===== src/hw/rtl/box_volume_sorter_macros.svh =====
// Assertion macros shared by the box volume sorter RTL.
`ifndef BOX_VOLUME_SORTER_MACROS_SVH
`define BOX_VOLUME_SORTER_MACROS_SVH

// Clocked property, disabled while reset is asserted.
`define BVS_ASSERT(lbl, prop, msg) \
  lbl: assert property (@(posedge clk) disable iff (!rst_n) prop) \
    else $error(msg);

// Condition that must never be seen at a clock edge.
`define BVS_NEVER(lbl, cond, msg) \
  `BVS_ASSERT(lbl, !(cond), msg)

`endif


===== src/hw/rtl/bvs_pkg.sv =====
// Types and constants of the box volume sorter.
package bvs_pkg;

  localparam int DIM_W = 16;
  localparam int VOL_W = 48;

  typedef logic [DIM_W-1:0] dim_t;
  typedef logic [VOL_W-1:0] vol_t;

  typedef struct packed {
    dim_t length;
    dim_t breadth;
    dim_t height;
    vol_t volume;
  } box_rec_t;

  localparam int REC_W = $bits(box_rec_t);

endpackage


===== src/hw/rtl/bvs_in_if.sv =====
// Input channel: one box per item.
interface bvs_in_if;
  import bvs_pkg::*;

  logic valid;
  logic ready;
  dim_t box_length;
  dim_t box_breadth;
  dim_t box_height;
  logic final_box;

  modport source (output valid, box_length, box_breadth, box_height, final_box,
                  input ready);
  modport sink   (input valid, box_length, box_breadth, box_height, final_box,
                  output ready);
endinterface


===== src/hw/rtl/bvs_out_if.sv =====
// Result channel: one sorted box record per item.
interface bvs_out_if;
  import bvs_pkg::*;

  logic valid;
  logic ready;
  dim_t out_length;
  dim_t out_breadth;
  dim_t out_height;
  vol_t out_volume;
  logic end_of_run;
  logic overflowed;

  modport source (output valid, out_length, out_breadth, out_height, out_volume,
                  end_of_run, overflowed, input ready);
  modport sink   (input valid, out_length, out_breadth, out_height, out_volume,
                  end_of_run, overflowed, output ready);
endinterface


===== src/hw/rtl/bvs_ram.sv =====
// Generic simple dual-port RAM with one write port and a registered read port.
module bvs_ram #(
  parameter int WIDTH = 96,
  parameter int DEPTH = 16
) (
  input  logic                     clk,
  input  logic                     we,
  input  logic [$clog2(DEPTH)-1:0] waddr,
  input  logic [WIDTH-1:0]         wdata,
  input  logic [$clog2(DEPTH)-1:0] raddr,
  output logic [WIDTH-1:0]         rdata
);

  logic [WIDTH-1:0] mem_r [DEPTH];
  logic [WIDTH-1:0] rdata_r;

  always_ff @(posedge clk) begin
    if (we) begin
      mem_r[waddr] <= wdata;
    end
    rdata_r <= mem_r[raddr];
  end

  assign rdata = rdata_r;

endmodule


===== src/hw/rtl/box_volume_sorter.sv =====
// Box volume sorter: loads boxes, sorts them by non-increasing volume, emits them.
// Each box is loaded through capture, a first multiply, then a second multiply and store.
// The final box starts a sort of the stored boxes, paced by the single read and single
// write port of the record RAM; then each record is read out and held until it is taken.
// No new box is accepted while a box is loaded or a batch is sorted or emitted.
// Reset (rst_n low, synchronous) empties the store, clears the drop flag and output valid.
`include "box_volume_sorter_macros.svh"

module box_volume_sorter #(
  parameter int CAPACITY = 16,
  parameter int DIM_BITS = 16
) (
  input logic     clk,
  input logic     rst_n,
  bvs_in_if.sink  in_box,
  bvs_out_if.source out_box
);
  import bvs_pkg::*;

  // Index width for the record RAM and a counter wide enough to hold CAPACITY itself.
  localparam int AW = $clog2(CAPACITY);
  localparam int CW = $clog2(CAPACITY + 1);
  localparam logic [CW-1:0] CNT_CAP = CW'(CAPACITY);

  // Dimensions keep only their low DIM_BITS bits; above the port width nothing is lost.
  localparam int DMW = (DIM_BITS < DIM_W) ? DIM_BITS : DIM_W;
  localparam logic [DIM_W:0] MASK_WIDE = ((DIM_W+1)'(1) << DMW) - (DIM_W+1)'(1);
  localparam dim_t DIM_MASK = MASK_WIDE[DIM_W-1:0];

  // Sequencer states.
  localparam logic [3:0] S_IN    = 4'd0;  // waiting for a box
  localparam logic [3:0] S_MUL   = 4'd1;  // length times breadth
  localparam logic [3:0] S_WR    = 4'd2;  // times height, store the record
  localparam logic [3:0] S_RDI   = 4'd3;  // read the first pivot entry
  localparam logic [3:0] S_LATCH = 4'd4;  // capture pivot, start the inner scan
  localparam logic [3:0] S_SCAN  = 4'd5;  // compare and swap against entry j
  localparam logic [3:0] S_WB    = 4'd6;  // write pivot back, read the next one
  localparam logic [3:0] S_ORD   = 4'd7;  // read record k for output
  localparam logic [3:0] S_OLD   = 4'd8;  // load the output register
  localparam logic [3:0] S_OWAIT = 4'd9;  // hold the record until it is taken

  // Control state.
  logic [3:0]    state_r, state_nxt;
  logic [CW-1:0] count_r, count_nxt;
  logic          drop_r, drop_nxt;
  logic          out_valid_r, out_valid_nxt;

  // Working and payload registers.
  dim_t          len_r, len_nxt;
  dim_t          brd_r, brd_nxt;
  dim_t          hgt_r, hgt_nxt;
  logic          last_r, last_nxt;
  logic [31:0]   area_r, area_nxt;
  logic [CW-1:0] i_r, i_nxt;
  logic [CW-1:0] j_r, j_nxt;
  logic [CW-1:0] pend_j_r, pend_j_nxt;
  logic [CW-1:0] k_r, k_nxt;
  box_rec_t      piv_r, piv_nxt;
  box_rec_t      out_rec_r, out_rec_nxt;
  logic          out_eor_r, out_eor_nxt;
  logic          out_ovf_r, out_ovf_nxt;

  // Record RAM ports.
  logic            ram_we;
  logic [AW-1:0]   ram_waddr;
  box_rec_t        ram_wdata;
  logic [AW-1:0]   ram_raddr;
  logic [REC_W-1:0] ram_rdata;
  box_rec_t        rd_rec;

  logic [CW-1:0] i_inc;
  logic          in_fire;
  logic          swap;

  assign rd_rec  = box_rec_t'(ram_rdata);
  assign in_fire = in_box.valid && in_box.ready;
  assign i_inc   = i_r + CW'(1);

  // Entry i is held in piv_r during its scan, so the RAM copy of entry i is stale;
  // the scan skips it, which is safe because equal volumes never swap.
  // The write of entry j always targets the address whose data is on the read port,
  // while the read port has moved on to j+1, so no read ever races a write to the same entry.
  assign swap = (pend_j_r != i_r) && (rd_rec.volume < piv_r.volume);

  bvs_ram #(
    .WIDTH (REC_W),
    .DEPTH (CAPACITY)
  ) u_rec_ram (
    .clk   (clk),
    .we    (ram_we),
    .waddr (ram_waddr),
    .wdata (ram_wdata),
    .raddr (ram_raddr),
    .rdata (ram_rdata)
  );

  always_comb begin
    state_nxt     = state_r;
    count_nxt     = count_r;
    drop_nxt      = drop_r;
    out_valid_nxt = out_valid_r;
    len_nxt       = len_r;
    brd_nxt       = brd_r;
    hgt_nxt       = hgt_r;
    last_nxt      = last_r;
    area_nxt      = area_r;
    i_nxt         = i_r;
    j_nxt         = j_r;
    pend_j_nxt    = pend_j_r;
    k_nxt         = k_r;
    piv_nxt       = piv_r;
    out_rec_nxt   = out_rec_r;
    out_eor_nxt   = out_eor_r;
    out_ovf_nxt   = out_ovf_r;
    ram_we        = 1'b0;
    ram_waddr     = count_r[AW-1:0];
    ram_wdata     = piv_r;
    ram_raddr     = '0;

    case (state_r)
      S_IN: begin
        if (in_fire) begin
          len_nxt   = in_box.box_length & DIM_MASK;
          brd_nxt   = in_box.box_breadth & DIM_MASK;
          hgt_nxt   = in_box.box_height & DIM_MASK;
          last_nxt  = in_box.final_box;
          state_nxt = S_MUL;
        end
      end
      S_MUL: begin
        area_nxt  = 32'(len_r) * 32'(brd_r);
        state_nxt = S_WR;
      end
      S_WR: begin
        if (count_r < CNT_CAP) begin
          ram_we           = 1'b1;
          ram_waddr        = count_r[AW-1:0];
          ram_wdata.length  = len_r;
          ram_wdata.breadth = brd_r;
          ram_wdata.height  = hgt_r;
          ram_wdata.volume  = VOL_W'(area_r) * VOL_W'(hgt_r);
          count_nxt        = count_r + CW'(1);
        end else begin
          drop_nxt = 1'b1;
        end
        i_nxt     = '0;
        state_nxt = last_r ? S_RDI : S_IN;
      end
      S_RDI: begin
        ram_raddr = '0;
        state_nxt = S_LATCH;
      end
      S_LATCH: begin
        piv_nxt    = rd_rec;
        ram_raddr  = '0;
        pend_j_nxt = '0;
        j_nxt      = CW'(1);
        state_nxt  = S_SCAN;
      end
      S_SCAN: begin
        if (swap) begin
          ram_we    = 1'b1;
          ram_waddr = pend_j_r[AW-1:0];
          ram_wdata = piv_r;
          piv_nxt   = rd_rec;
        end
        if (j_r < count_r) begin
          ram_raddr  = j_r[AW-1:0];
          pend_j_nxt = j_r;
          j_nxt      = j_r + CW'(1);
        end else begin
          state_nxt = S_WB;
        end
      end
      S_WB: begin
        ram_we    = 1'b1;
        ram_waddr = i_r[AW-1:0];
        ram_wdata = piv_r;
        i_nxt     = i_inc;
        if (i_inc == count_r) begin
          k_nxt     = '0;
          state_nxt = S_ORD;
        end else begin
          ram_raddr = i_inc[AW-1:0];
          state_nxt = S_LATCH;
        end
      end
      S_ORD: begin
        ram_raddr = k_r[AW-1:0];
        state_nxt = S_OLD;
      end
      S_OLD: begin
        out_rec_nxt   = rd_rec;
        out_eor_nxt   = (k_r + CW'(1)) == count_r;
        out_ovf_nxt   = drop_r;
        out_valid_nxt = 1'b1;
        state_nxt     = S_OWAIT;
      end
      S_OWAIT: begin
        if (out_box.ready) begin
          out_valid_nxt = 1'b0;
          if (out_eor_r) begin
            count_nxt = '0;
            drop_nxt  = 1'b0;
            state_nxt = S_IN;
          end else begin
            k_nxt     = k_r + CW'(1);
            state_nxt = S_ORD;
          end
        end
      end
      default: begin
        state_nxt = S_IN;
      end
    endcase
  end

  always_ff @(posedge clk) begin
    if (!rst_n) begin
      state_r     <= S_IN;
      count_r     <= '0;
      drop_r      <= 1'b0;
      out_valid_r <= 1'b0;
    end else begin
      state_r     <= state_nxt;
      count_r     <= count_nxt;
      drop_r      <= drop_nxt;
      out_valid_r <= out_valid_nxt;
    end
  end

  always_ff @(posedge clk) begin
    len_r     <= len_nxt;
    brd_r     <= brd_nxt;
    hgt_r     <= hgt_nxt;
    last_r    <= last_nxt;
    area_r    <= area_nxt;
    i_r       <= i_nxt;
    j_r       <= j_nxt;
    pend_j_r  <= pend_j_nxt;
    k_r       <= k_nxt;
    piv_r     <= piv_nxt;
    out_rec_r <= out_rec_nxt;
    out_eor_r <= out_eor_nxt;
    out_ovf_r <= out_ovf_nxt;
  end

  // A box is taken only while the sequencer waits for one.
  assign in_box.ready = (state_r == S_IN);

  assign out_box.valid       = out_valid_r;
  assign out_box.out_length  = out_rec_r.length;
  assign out_box.out_breadth = out_rec_r.breadth;
  assign out_box.out_height  = out_rec_r.height;
  assign out_box.out_volume  = out_rec_r.volume;
  assign out_box.end_of_run  = out_eor_r;
  assign out_box.overflowed  = out_ovf_r;

  `BVS_ASSERT(a_count_bound, count_r <= CNT_CAP, "box count above capacity")
  `BVS_ASSERT(a_accept_to_mul, in_fire |=> (state_r == S_MUL),
              "accepted box not multiplied")
  `BVS_ASSERT(a_batch_clears,
              (out_box.valid && out_box.ready && out_box.end_of_run)
                |=> (count_r == '0 && !drop_r),
              "batch not cleared after last record")
  `BVS_NEVER(a_no_write_on_output,
             ram_we && (state_r == S_ORD || state_r == S_OLD || state_r == S_OWAIT),
             "record RAM written during output")

endmodule

===== src/flat_wrapper.sv =====
// flat-port wrapper written by rule: the top's interface ports become plain ports
module box_volume_sorter_flat import bvs_pkg::*;
#(
  parameter int CAPACITY = 16,
  parameter int DIM_BITS = 16
)
  (clk, rst_n, in_box_valid, in_box_box_length, in_box_box_breadth, in_box_box_height, in_box_final_box, in_box_ready, out_box_valid, out_box_out_length, out_box_out_breadth, out_box_out_height, out_box_out_volume, out_box_end_of_run, out_box_overflowed, out_box_ready);
  bvs_in_if in_box_i ();
  bvs_out_if out_box_i ();
  input logic clk;
  input logic rst_n;
  input wire logic [$bits(in_box_i.valid)-1:0] in_box_valid;
  input wire logic [$bits(in_box_i.box_length)-1:0] in_box_box_length;
  input wire logic [$bits(in_box_i.box_breadth)-1:0] in_box_box_breadth;
  input wire logic [$bits(in_box_i.box_height)-1:0] in_box_box_height;
  input wire logic [$bits(in_box_i.final_box)-1:0] in_box_final_box;
  output wire logic [$bits(in_box_i.ready)-1:0] in_box_ready;
  output wire logic [$bits(out_box_i.valid)-1:0] out_box_valid;
  output wire logic [$bits(out_box_i.out_length)-1:0] out_box_out_length;
  output wire logic [$bits(out_box_i.out_breadth)-1:0] out_box_out_breadth;
  output wire logic [$bits(out_box_i.out_height)-1:0] out_box_out_height;
  output wire logic [$bits(out_box_i.out_volume)-1:0] out_box_out_volume;
  output wire logic [$bits(out_box_i.end_of_run)-1:0] out_box_end_of_run;
  output wire logic [$bits(out_box_i.overflowed)-1:0] out_box_overflowed;
  input wire logic [$bits(out_box_i.ready)-1:0] out_box_ready;
  assign in_box_i.valid = in_box_valid;
  assign in_box_i.box_length = in_box_box_length;
  assign in_box_i.box_breadth = in_box_box_breadth;
  assign in_box_i.box_height = in_box_box_height;
  assign in_box_i.final_box = in_box_final_box;
  assign in_box_ready = in_box_i.ready;
  assign out_box_valid = out_box_i.valid;
  assign out_box_out_length = out_box_i.out_length;
  assign out_box_out_breadth = out_box_i.out_breadth;
  assign out_box_out_height = out_box_i.out_height;
  assign out_box_out_volume = out_box_i.out_volume;
  assign out_box_end_of_run = out_box_i.end_of_run;
  assign out_box_overflowed = out_box_i.overflowed;
  assign out_box_i.ready = out_box_ready;
  box_volume_sorter #(.CAPACITY(CAPACITY), .DIM_BITS(DIM_BITS)) u_core (.clk(clk), .rst_n(rst_n), .in_box(in_box_i), .out_box(out_box_i));
endmodule

===== config.mk =====
export PLATFORM = sky130hd
export DESIGN_NAME = box_volume_sorter_flat
export DESIGN_NICKNAME = d
export VERILOG_FILES = /design/src/hw/rtl/bvs_pkg.sv /design/src/hw/rtl/bvs_in_if.sv /design/src/hw/rtl/bvs_out_if.sv /design/src/hw/rtl/bvs_ram.sv /design/src/hw/rtl/box_volume_sorter.sv /design/src/flat_wrapper.sv
export VERILOG_INCLUDE_DIRS = /design/src /design/src/hw/rtl
export SDC_FILE = /design/constraint.sdc
export NUM_CORES = 2
export LEC_CHECK = 0
export ABC_CLOCK_PERIOD_IN_PS = 34900
export BUFFER_PORTS_ARGS = -buffer_cell sky130_fd_sc_hd__buf_2
export CORE_MARGIN = 3
export CORE_UTILIZATION = 32
export DETAILED_ROUTE_END_ITERATION = 7
export GPL_TIMING_DRIVEN = 0
export MAX_ROUTING_LAYER = met4
export PLACE_DENSITY = 0.43
export SETUP_SLACK_MARGIN = 0.02
export SLEW_MARGIN = 10
export SYNTH_ARGS = -nofsm -noshare
export SYNTH_HDL_FRONTEND = slang
export SYNTH_SLANG_ARGS = --single-unit

===== constraint.sdc =====
create_clock -name clk -period 34.9 [get_ports clk]
set_input_delay 6.98 -clock clk [delete_from_list [all_inputs] [get_ports clk]]
set_output_delay 6.98 -clock clk [all_outputs]
set_load 0.02 [all_outputs]

==> Word-level counts from Yosys, hierarchy flattened <==
Memories as Yosys holds them, arrays and structs flattened. A register that Yosys moved wholly into a read port is not among the register bits.
Index checks and enable logic that the tools add are counted.
{ "word_totals": {"reg_bits": 306, "latch_bits": 0, "ram_bits": 1536, "mem_bits_ro": 0, "inputBits": 53, "word_cells": 111, "memories": 1} }
{ "classes": {"add_sub_neg": 4, "mul": 2, "div": 0, "n_lt_le_gt_ge": 3, "eq_ne": 22, "shift": 0, "mux": 40, "n_bitwise": 0, "reduce_logical": 16} }
{ "mem_list": {"columns": ["name", "words", "width", "read_ports", "rd_ports_with_merged_regs", "write_ports", "line", "rtl"], "rows": [
  ["u_core.u_rec_ram.mem_r", 16, 96, 1, 1, 1, "bvs_ram.sv:14", "logic [WIDTH-1:0] mem_r [DEPTH];"]
]} }
{ "ops": {"columns": ["operator", "count"], "rows": [
  ["$mux 96", 3],
  ["$pmux 96 s2", 1],
  ["$pmux 5 s2", 5],
  ["$lt 48x48->1", 1],
  ["$mul 32x16->48", 1],
  ["$mux 5", 8],
  ["$pmux 4 s10", 1],
  ["$mul 16x16->32", 1],
  ["$mux 4", 6],
  ["$add 5x1->5 const B", 4],
  ["$eq 4x3->1 const B", 4],
  ["$pmux 4 s3", 1],
  ["$reduce_and 4->1", 3],
  ["$eq 5x5->1", 2],
  ["$ne 2x1->1 const B", 5],
  ["$ne 2x2->1 const B", 5],
  ["$reduce_bool 2->1", 5],
  ["$eq 4x2->1 const B", 2],
  ["$eq 4x4->1 const B", 2],
  ["$mux 1", 8],
  ["$pmux 4 s2", 1],
  ["$reduce_and 2->1", 4],
  ["$lt 5x5->1", 1],
  ["$lt 5x5->1 const B", 1],
  ["9 further kinds", 12]
]} }

==> Logic depth before layout (Yosys ltp) <==
{ "logic_depth": {"ltp_word": 6, "ltp_mapped": 24, "depth_no_buf": 23} }

==> Cells and area by module <==
A second synthesis with hierarchy kept.
{ "unflattened": {"hier_cells": 6242, "hier_area_um2": 96408.7} }
{ "by_module_without_submodules": {"columns": ["module", "n_inst", "cells_per_inst", "area_each_um2", "seq_area_each_um2"], "rows": [
  ["bvs_ram", 1, 2460, 59358.2, 48046.1],
  ["box_volume_sorter", 1, 3782, 37050.5, 9078.7]
]} }

==> Worst setup path before layout <==
OpenSTA, ideal clock, no wires.
{ "synth_timing": {"kind": "register -> register", "from": "register u_core.piv_r[8] (netlist name)", "to": "memory u_core.u_rec_ram.mem_r[12][0] (enable)", "t_arrival_ns": 11.679, "required_ns": 34.113, "path_slack_ns": 22.434, "stages_incl_launch_ff": 11, "path_buffers": 0, "synth_period_minus_slack_ns": 12.466, "cell_sequence": "edfxtp_1 -> inv_1 -> ha_1 -> and3_1 -> a22o_1 -> nor4_1 -> a21boi_1 -> o41ai_2 -> nand3_1 -> a311o_1 -> nor4_1"} }
{ "synth_between": {"elab_chain_len": 6, "word_cells_on_any_way": 8, "cone_classes": "order compare: 1; mux: 6; reduce/logical: 1"} }
{ "synth_lines": {"columns": ["item", "line", "rtl"], "rows": [
  ["start, declared", "box_volume_sorter.sv:58", "box_rec_t piv_r, piv_nxt;"],
  ["start signal, assigned", "box_volume_sorter.sv:242", "piv_r <= piv_nxt;"],
  ["$lt 48x48->1 *", "box_volume_sorter.sv:83", "assign swap = (pend_j_r != i_r) && (rd_rec.volume < piv_r.volume);"],
  ["$logic_and 1x1->1 *", "box_volume_sorter.sv:83", null],
  ["$mux 1", "box_volume_sorter.sv:161", "if (swap) begin"],
  ["$pmux 1 s3", "box_volume_sorter.sv:120", "case (state_r)"],
  ["$mux 1", "bvs_ram.sv:18", "if (we) begin"],
  ["$mux 1 (not written as such)", "bvs_ram.sv:19", "mem_r[waddr] <= wdata;"],
  ["end, declared", "bvs_ram.sv:14", null]
]} }
Every way passes the cells marked *; elsewhere a longest branch is shown, timed or not.

==> Worst setup path after layout <==
{ "layout_timing": {"from": "register u_core.state_r[2]", "to": "output in_box_ready"} }
{ "layout_between": {"elab_chain_len": 1} }
{ "layout_lines": {"columns": ["item", "line", "rtl"], "rows": [
  ["start, declared", "box_volume_sorter.sv:43", "logic [3:0] state_r, state_nxt;"],
  ["start signal, assigned", "box_volume_sorter.sv:225", "state_r <= state_nxt;"],
  ["$logic_not 4->1", "box_volume_sorter.sv:249", "assign in_box.ready = (state_r == S_IN);"],
  ["end, declared", "flat_wrapper.sv:17", "output wire logic [$bits(in_box_i.ready)-1:0] in_box_ready;"]
]} }
No other way between the ends.

==> run summary <==
final-layout fill cell count: 28200
max-slew violation count: 0
number of warnings printed during yosys synthesis: 0
number of placed instances with taps included: 10700
cell depth of the worst min-delay path: 0
post-cts repair resize count: 0
WL/cell: 26.5 um
minimum clock period after layout: 9.44 ns
R2R cell count: 22
setup repair after global routing missed its margin: no
crit-path cells: clkbuf_1, clkbuf_1, nor4_1, buf_2
fraction of layout cells with a size suffix above 1: 20.5%
number of nets in the layout: 7919
worst slew slack as a fraction of its limit: 6.60%
number of buffers added to fix hold violations after cts: 0
Net Count, Synth: 7107
Port Buffer Count: 152
status: finished, final reports clean
CTS root buffer: sky130_fd_sc_hd__clkbuf_16
post-synthesis register bit count: 1938
mean area per synthesized cell: 15.6 sq um
Post-synth EDFFs: 1831
critical path's slowest cell: sky130_fd_sc_hd__nor4_1
highest fanout seen on the critical path: 10
first-pass GRT wire length: 426000 um
number of clock sinks: 1938
start point of the worst min-delay path: u_core.u_rec_ram.rdata[63]
starting density of the core: 32.3%
area fraction in compound gates after synthesis: 3.72%
maximum clock frequency: 106 MHz
main combinational cell family by area after synthesis: adder cells
pin count of the biggest net entering global routing: 49
type of the worst setup path: flip-flop to primary output
CTS H-tree depth: 4
maximum cell stage delay along the critical path: 0.56 ns
Die Area: 0.307 sq mm
core box area: 0.298 sq mm
Post-synth ARST share: 0%
area share of fa/ha/maj cells after synthesis: 16.4%
Netlist Area Pre-Place: 0.0961 sq mm
sequential element share of the synthesized area: 59.4%
TritonCTS buffer count: 218
setup TNS: 0 ns
placed standard-cell area: 0.105 sq mm
Post-Syn Instances: 6163
first-pass iteration count of the detailed router: 7
Placement Rows: 200
post-CTS setup-driven buffer insertion count: 0
transition time at the pin with the least slew margin: 1.39 ns
Reg2Reg Setup Slack: 26.30 ns
post-route worst hold slack: 0.423 ns
total routing resource utilization after global routing: 19.7%
number of unique standard cell types used by synthesis: 75
multiplexer share of the synthesized area: 9.03%
worst hold path type: flip-flop to flip-flop
final hold violations: 0
critical path launch point type: flip-flop
count of vias placed by the detailed router: 54500
top library cells by usage in the layout, fill and taps aside: 1831 x sky130_fd_sc_hd__edfxtp_1, 810 x sky130_fd_sc_hd__nand2_1, 733 x sky130_fd_sc_hd__inv_1, 612 x sky130_fd_sc_hd__fa_1, 397 x sky130_fd_sc_hd__buf_4
data arrival time of the critical path: 2.46 ns
required time of the critical path: 27.92 ns
endpoint kind of the worst setup timing path: primary output
maximum buffer depth of the clock tree: 4
post-synthesis simple-gate area fraction: 6.32%
total congestion overflow after global routing: 0
DPL Wire Length: 222000 um
skew final: 0.0779 ns
crit-path leading delay family: buffers and inverters
Max Cap Violations: 0
DRC: 0
origin of the critical flop-to-flop path: u_core.hgt_r[8]
Avg Vias per Cell: 4.91
initial antenna violation count: 16
Iteration-0 DRC Markers: 4605
number of global-route vias before repair: 57600
Area growth, synth to finish: 17.0%
clock transition at the registers of the reported paths: 0.06 ns
final non-filler cell total: 11100
cell occurring most often along the worst timing path: sky130_fd_sc_hd__clkbuf_1
fraction of synthesized cell area in xor and xnor cells: 0.791%
most instantiated flip-flop cell in the synthesis netlist: sky130_fd_sc_hd__edfxtp_1
total wire length: 295000 um
worst flop-to-flop path endpoint: u_core.u_rec_ram.mem_r[11][29]
Final Wtd Congestion: 0.846
worst hold endpoint: u_core.piv_r[63]
insertion delay of the later-clocked pin in the worst-skew pair: 0.89 ns
horizontal extent of the die: 554 um
most common cell after layout, fill and taps aside: sky130_fd_sc_hd__edfxtp_1
number of placed I/O pins: 153
final standard cell area without fillers: 0.113 sq mm
TritonCTS clock tree: built
number of buffers and inverters on the critical path: 3
post-route ant nets: 0
Tcrit/Tclk final: 27.1%
Chip Height: 554 um
endpoints failing setup: 0
## area by class of cell
class	instances	area, sq um	area share (%)
Clock inverter	94	1010	0.894
Sequential cell	1938	57100	50.8
Inverter	734	2760	2.45
Buffer	289	1410	1.25
Antenna cell	6	15.0	0.0133
Timing Repair Buffer	592	4070	3.62
Multi-Input combinational cell	3202	35000	31.1
Clock buffer	313	6200	5.51
Tap cell	3939	4930	4.38
## worst max path at each step
| stage | from | end | slack, ns | depth (start not counted) |
|---|---|---|---|---|
| after global placement | u_core.u_rec_ram.rdata[8] | u_core.u_rec_ram.mem_r[1][82] | 5.58 | 9 |
| after detailed placement | u_core.state_r[2] | in_box_ready | 26.22 | 4 |
| after global routing | u_core.state_r[2] | in_box_ready | 25.21 | 4 |
| after floorplan | u_core.piv_r[8] | u_core.u_rec_ram.mem_r[12][0] | 22.43 | 10 |
| final | u_core.state_r[2] | in_box_ready | 25.46 | 4 |
| after CTS | u_core.state_r[2] | in_box_ready | 25.31 | 4 |
## registers in the layout, indices dropped and copies added (netlist names), 16 cells and up
name                        count
u_core.area_r                  32
u_core.brd_r                   16
u_core.hgt_r                   16
u_core.len_r                   16
u_core.out_box.out_breadth     16
u_core.out_box.out_height      16
u_core.out_box.out_length      16
u_core.out_box.out_volume      48
u_core.piv_r                   96
u_core.u_rec_ram.mem_r       1536
u_core.u_rec_ram.rdata         96
## synthesized netlist by cell type (8+ instances only)
cell,n,area (sq um)
sky130_fd_sc_hd__xnor2_1,52,455
sky130_fd_sc_hd__a21oi_1,82,410
sky130_fd_sc_hd__inv_1,733,2750
sky130_fd_sc_hd__nor4_1,22,138
sky130_fd_sc_hd__buf_2,65,325
sky130_fd_sc_hd__clkbuf_1,175,657
sky130_fd_sc_hd__a211oi_1,15,113
sky130_fd_sc_hd__dfxtp_1,107,2140
sky130_fd_sc_hd__buf_4,33,248
sky130_fd_sc_hd__nor2b_1,8,50.1
sky130_fd_sc_hd__or3_1,8,50.1
sky130_fd_sc_hd__nand4_1,19,119
sky130_fd_sc_hd__and2_1,309,1930
sky130_fd_sc_hd__nor3_1,21,105
sky130_fd_sc_hd__nand2_1,810,3040
sky130_fd_sc_hd__a22oi_1,195,1460
sky130_fd_sc_hd__and3_1,12,75.1
sky130_fd_sc_hd__o211ai_1,9,67.6
sky130_fd_sc_hd__o21ai_0,79,395
sky130_fd_sc_hd__buf_6,16,180
sky130_fd_sc_hd__o21a_1,8,60.1
sky130_fd_sc_hd__o21bai_1,10,75.1
sky130_fd_sc_hd__fa_1,612,12300
sky130_fd_sc_hd__a31oi_1,14,87.6
sky130_fd_sc_hd__xor2_1,33,289
sky130_fd_sc_hd__nand3_1,23,115
sky130_fd_sc_hd__ha_1,279,3490
sky130_fd_sc_hd__edfxtp_1,1831,55000
sky130_fd_sc_hd__nand2b_1,12,75.1
sky130_fd_sc_hd__mux4_2,384,8650
sky130_fd_sc_hd__nor2_1,63,236
sky130_fd_sc_hd__o31ai_1,8,60.1
sky130_fd_sc_hd__a21o_1,43,323
## metrics by stage
| stage | util [%] | setup slack [ns] |
|---|---|---|
| 3_3_place_gp | 34.2 | 5.58 |
| 2_1_floorplan | - | 22.43 |
| 6_report | 37.8 | 25.46 |
| 3_5_place_dp | 35.4 | 26.22 |
| 5_1_grt | 37.8 | 25.21 |
| 4_1_cts | 37.8 | 25.31 |
## cell families after synthesis
logic type,after synthesis
AO/OA/AOI/OAI,516
buffers and inverters,1023
flip-flops,1938
AND/OR/NAND/NOR,1322
multiplexers,387
XOR/XNOR,86
adder cells (fa/ha/maj),891
## per-layer routing
metal	vias up	global-route usage, %	share of wire, %
met5	-	-	0
met1	29200	27.1	45
met4	0	3.84	2.0
li1	23700	-	-
met3	330	2.19	4.5
met2	1325	31.7	48
Power is left out: the tool's default activity adds up to more than one toggle a clock period on the data nets, which glitch-free logic cannot reach.
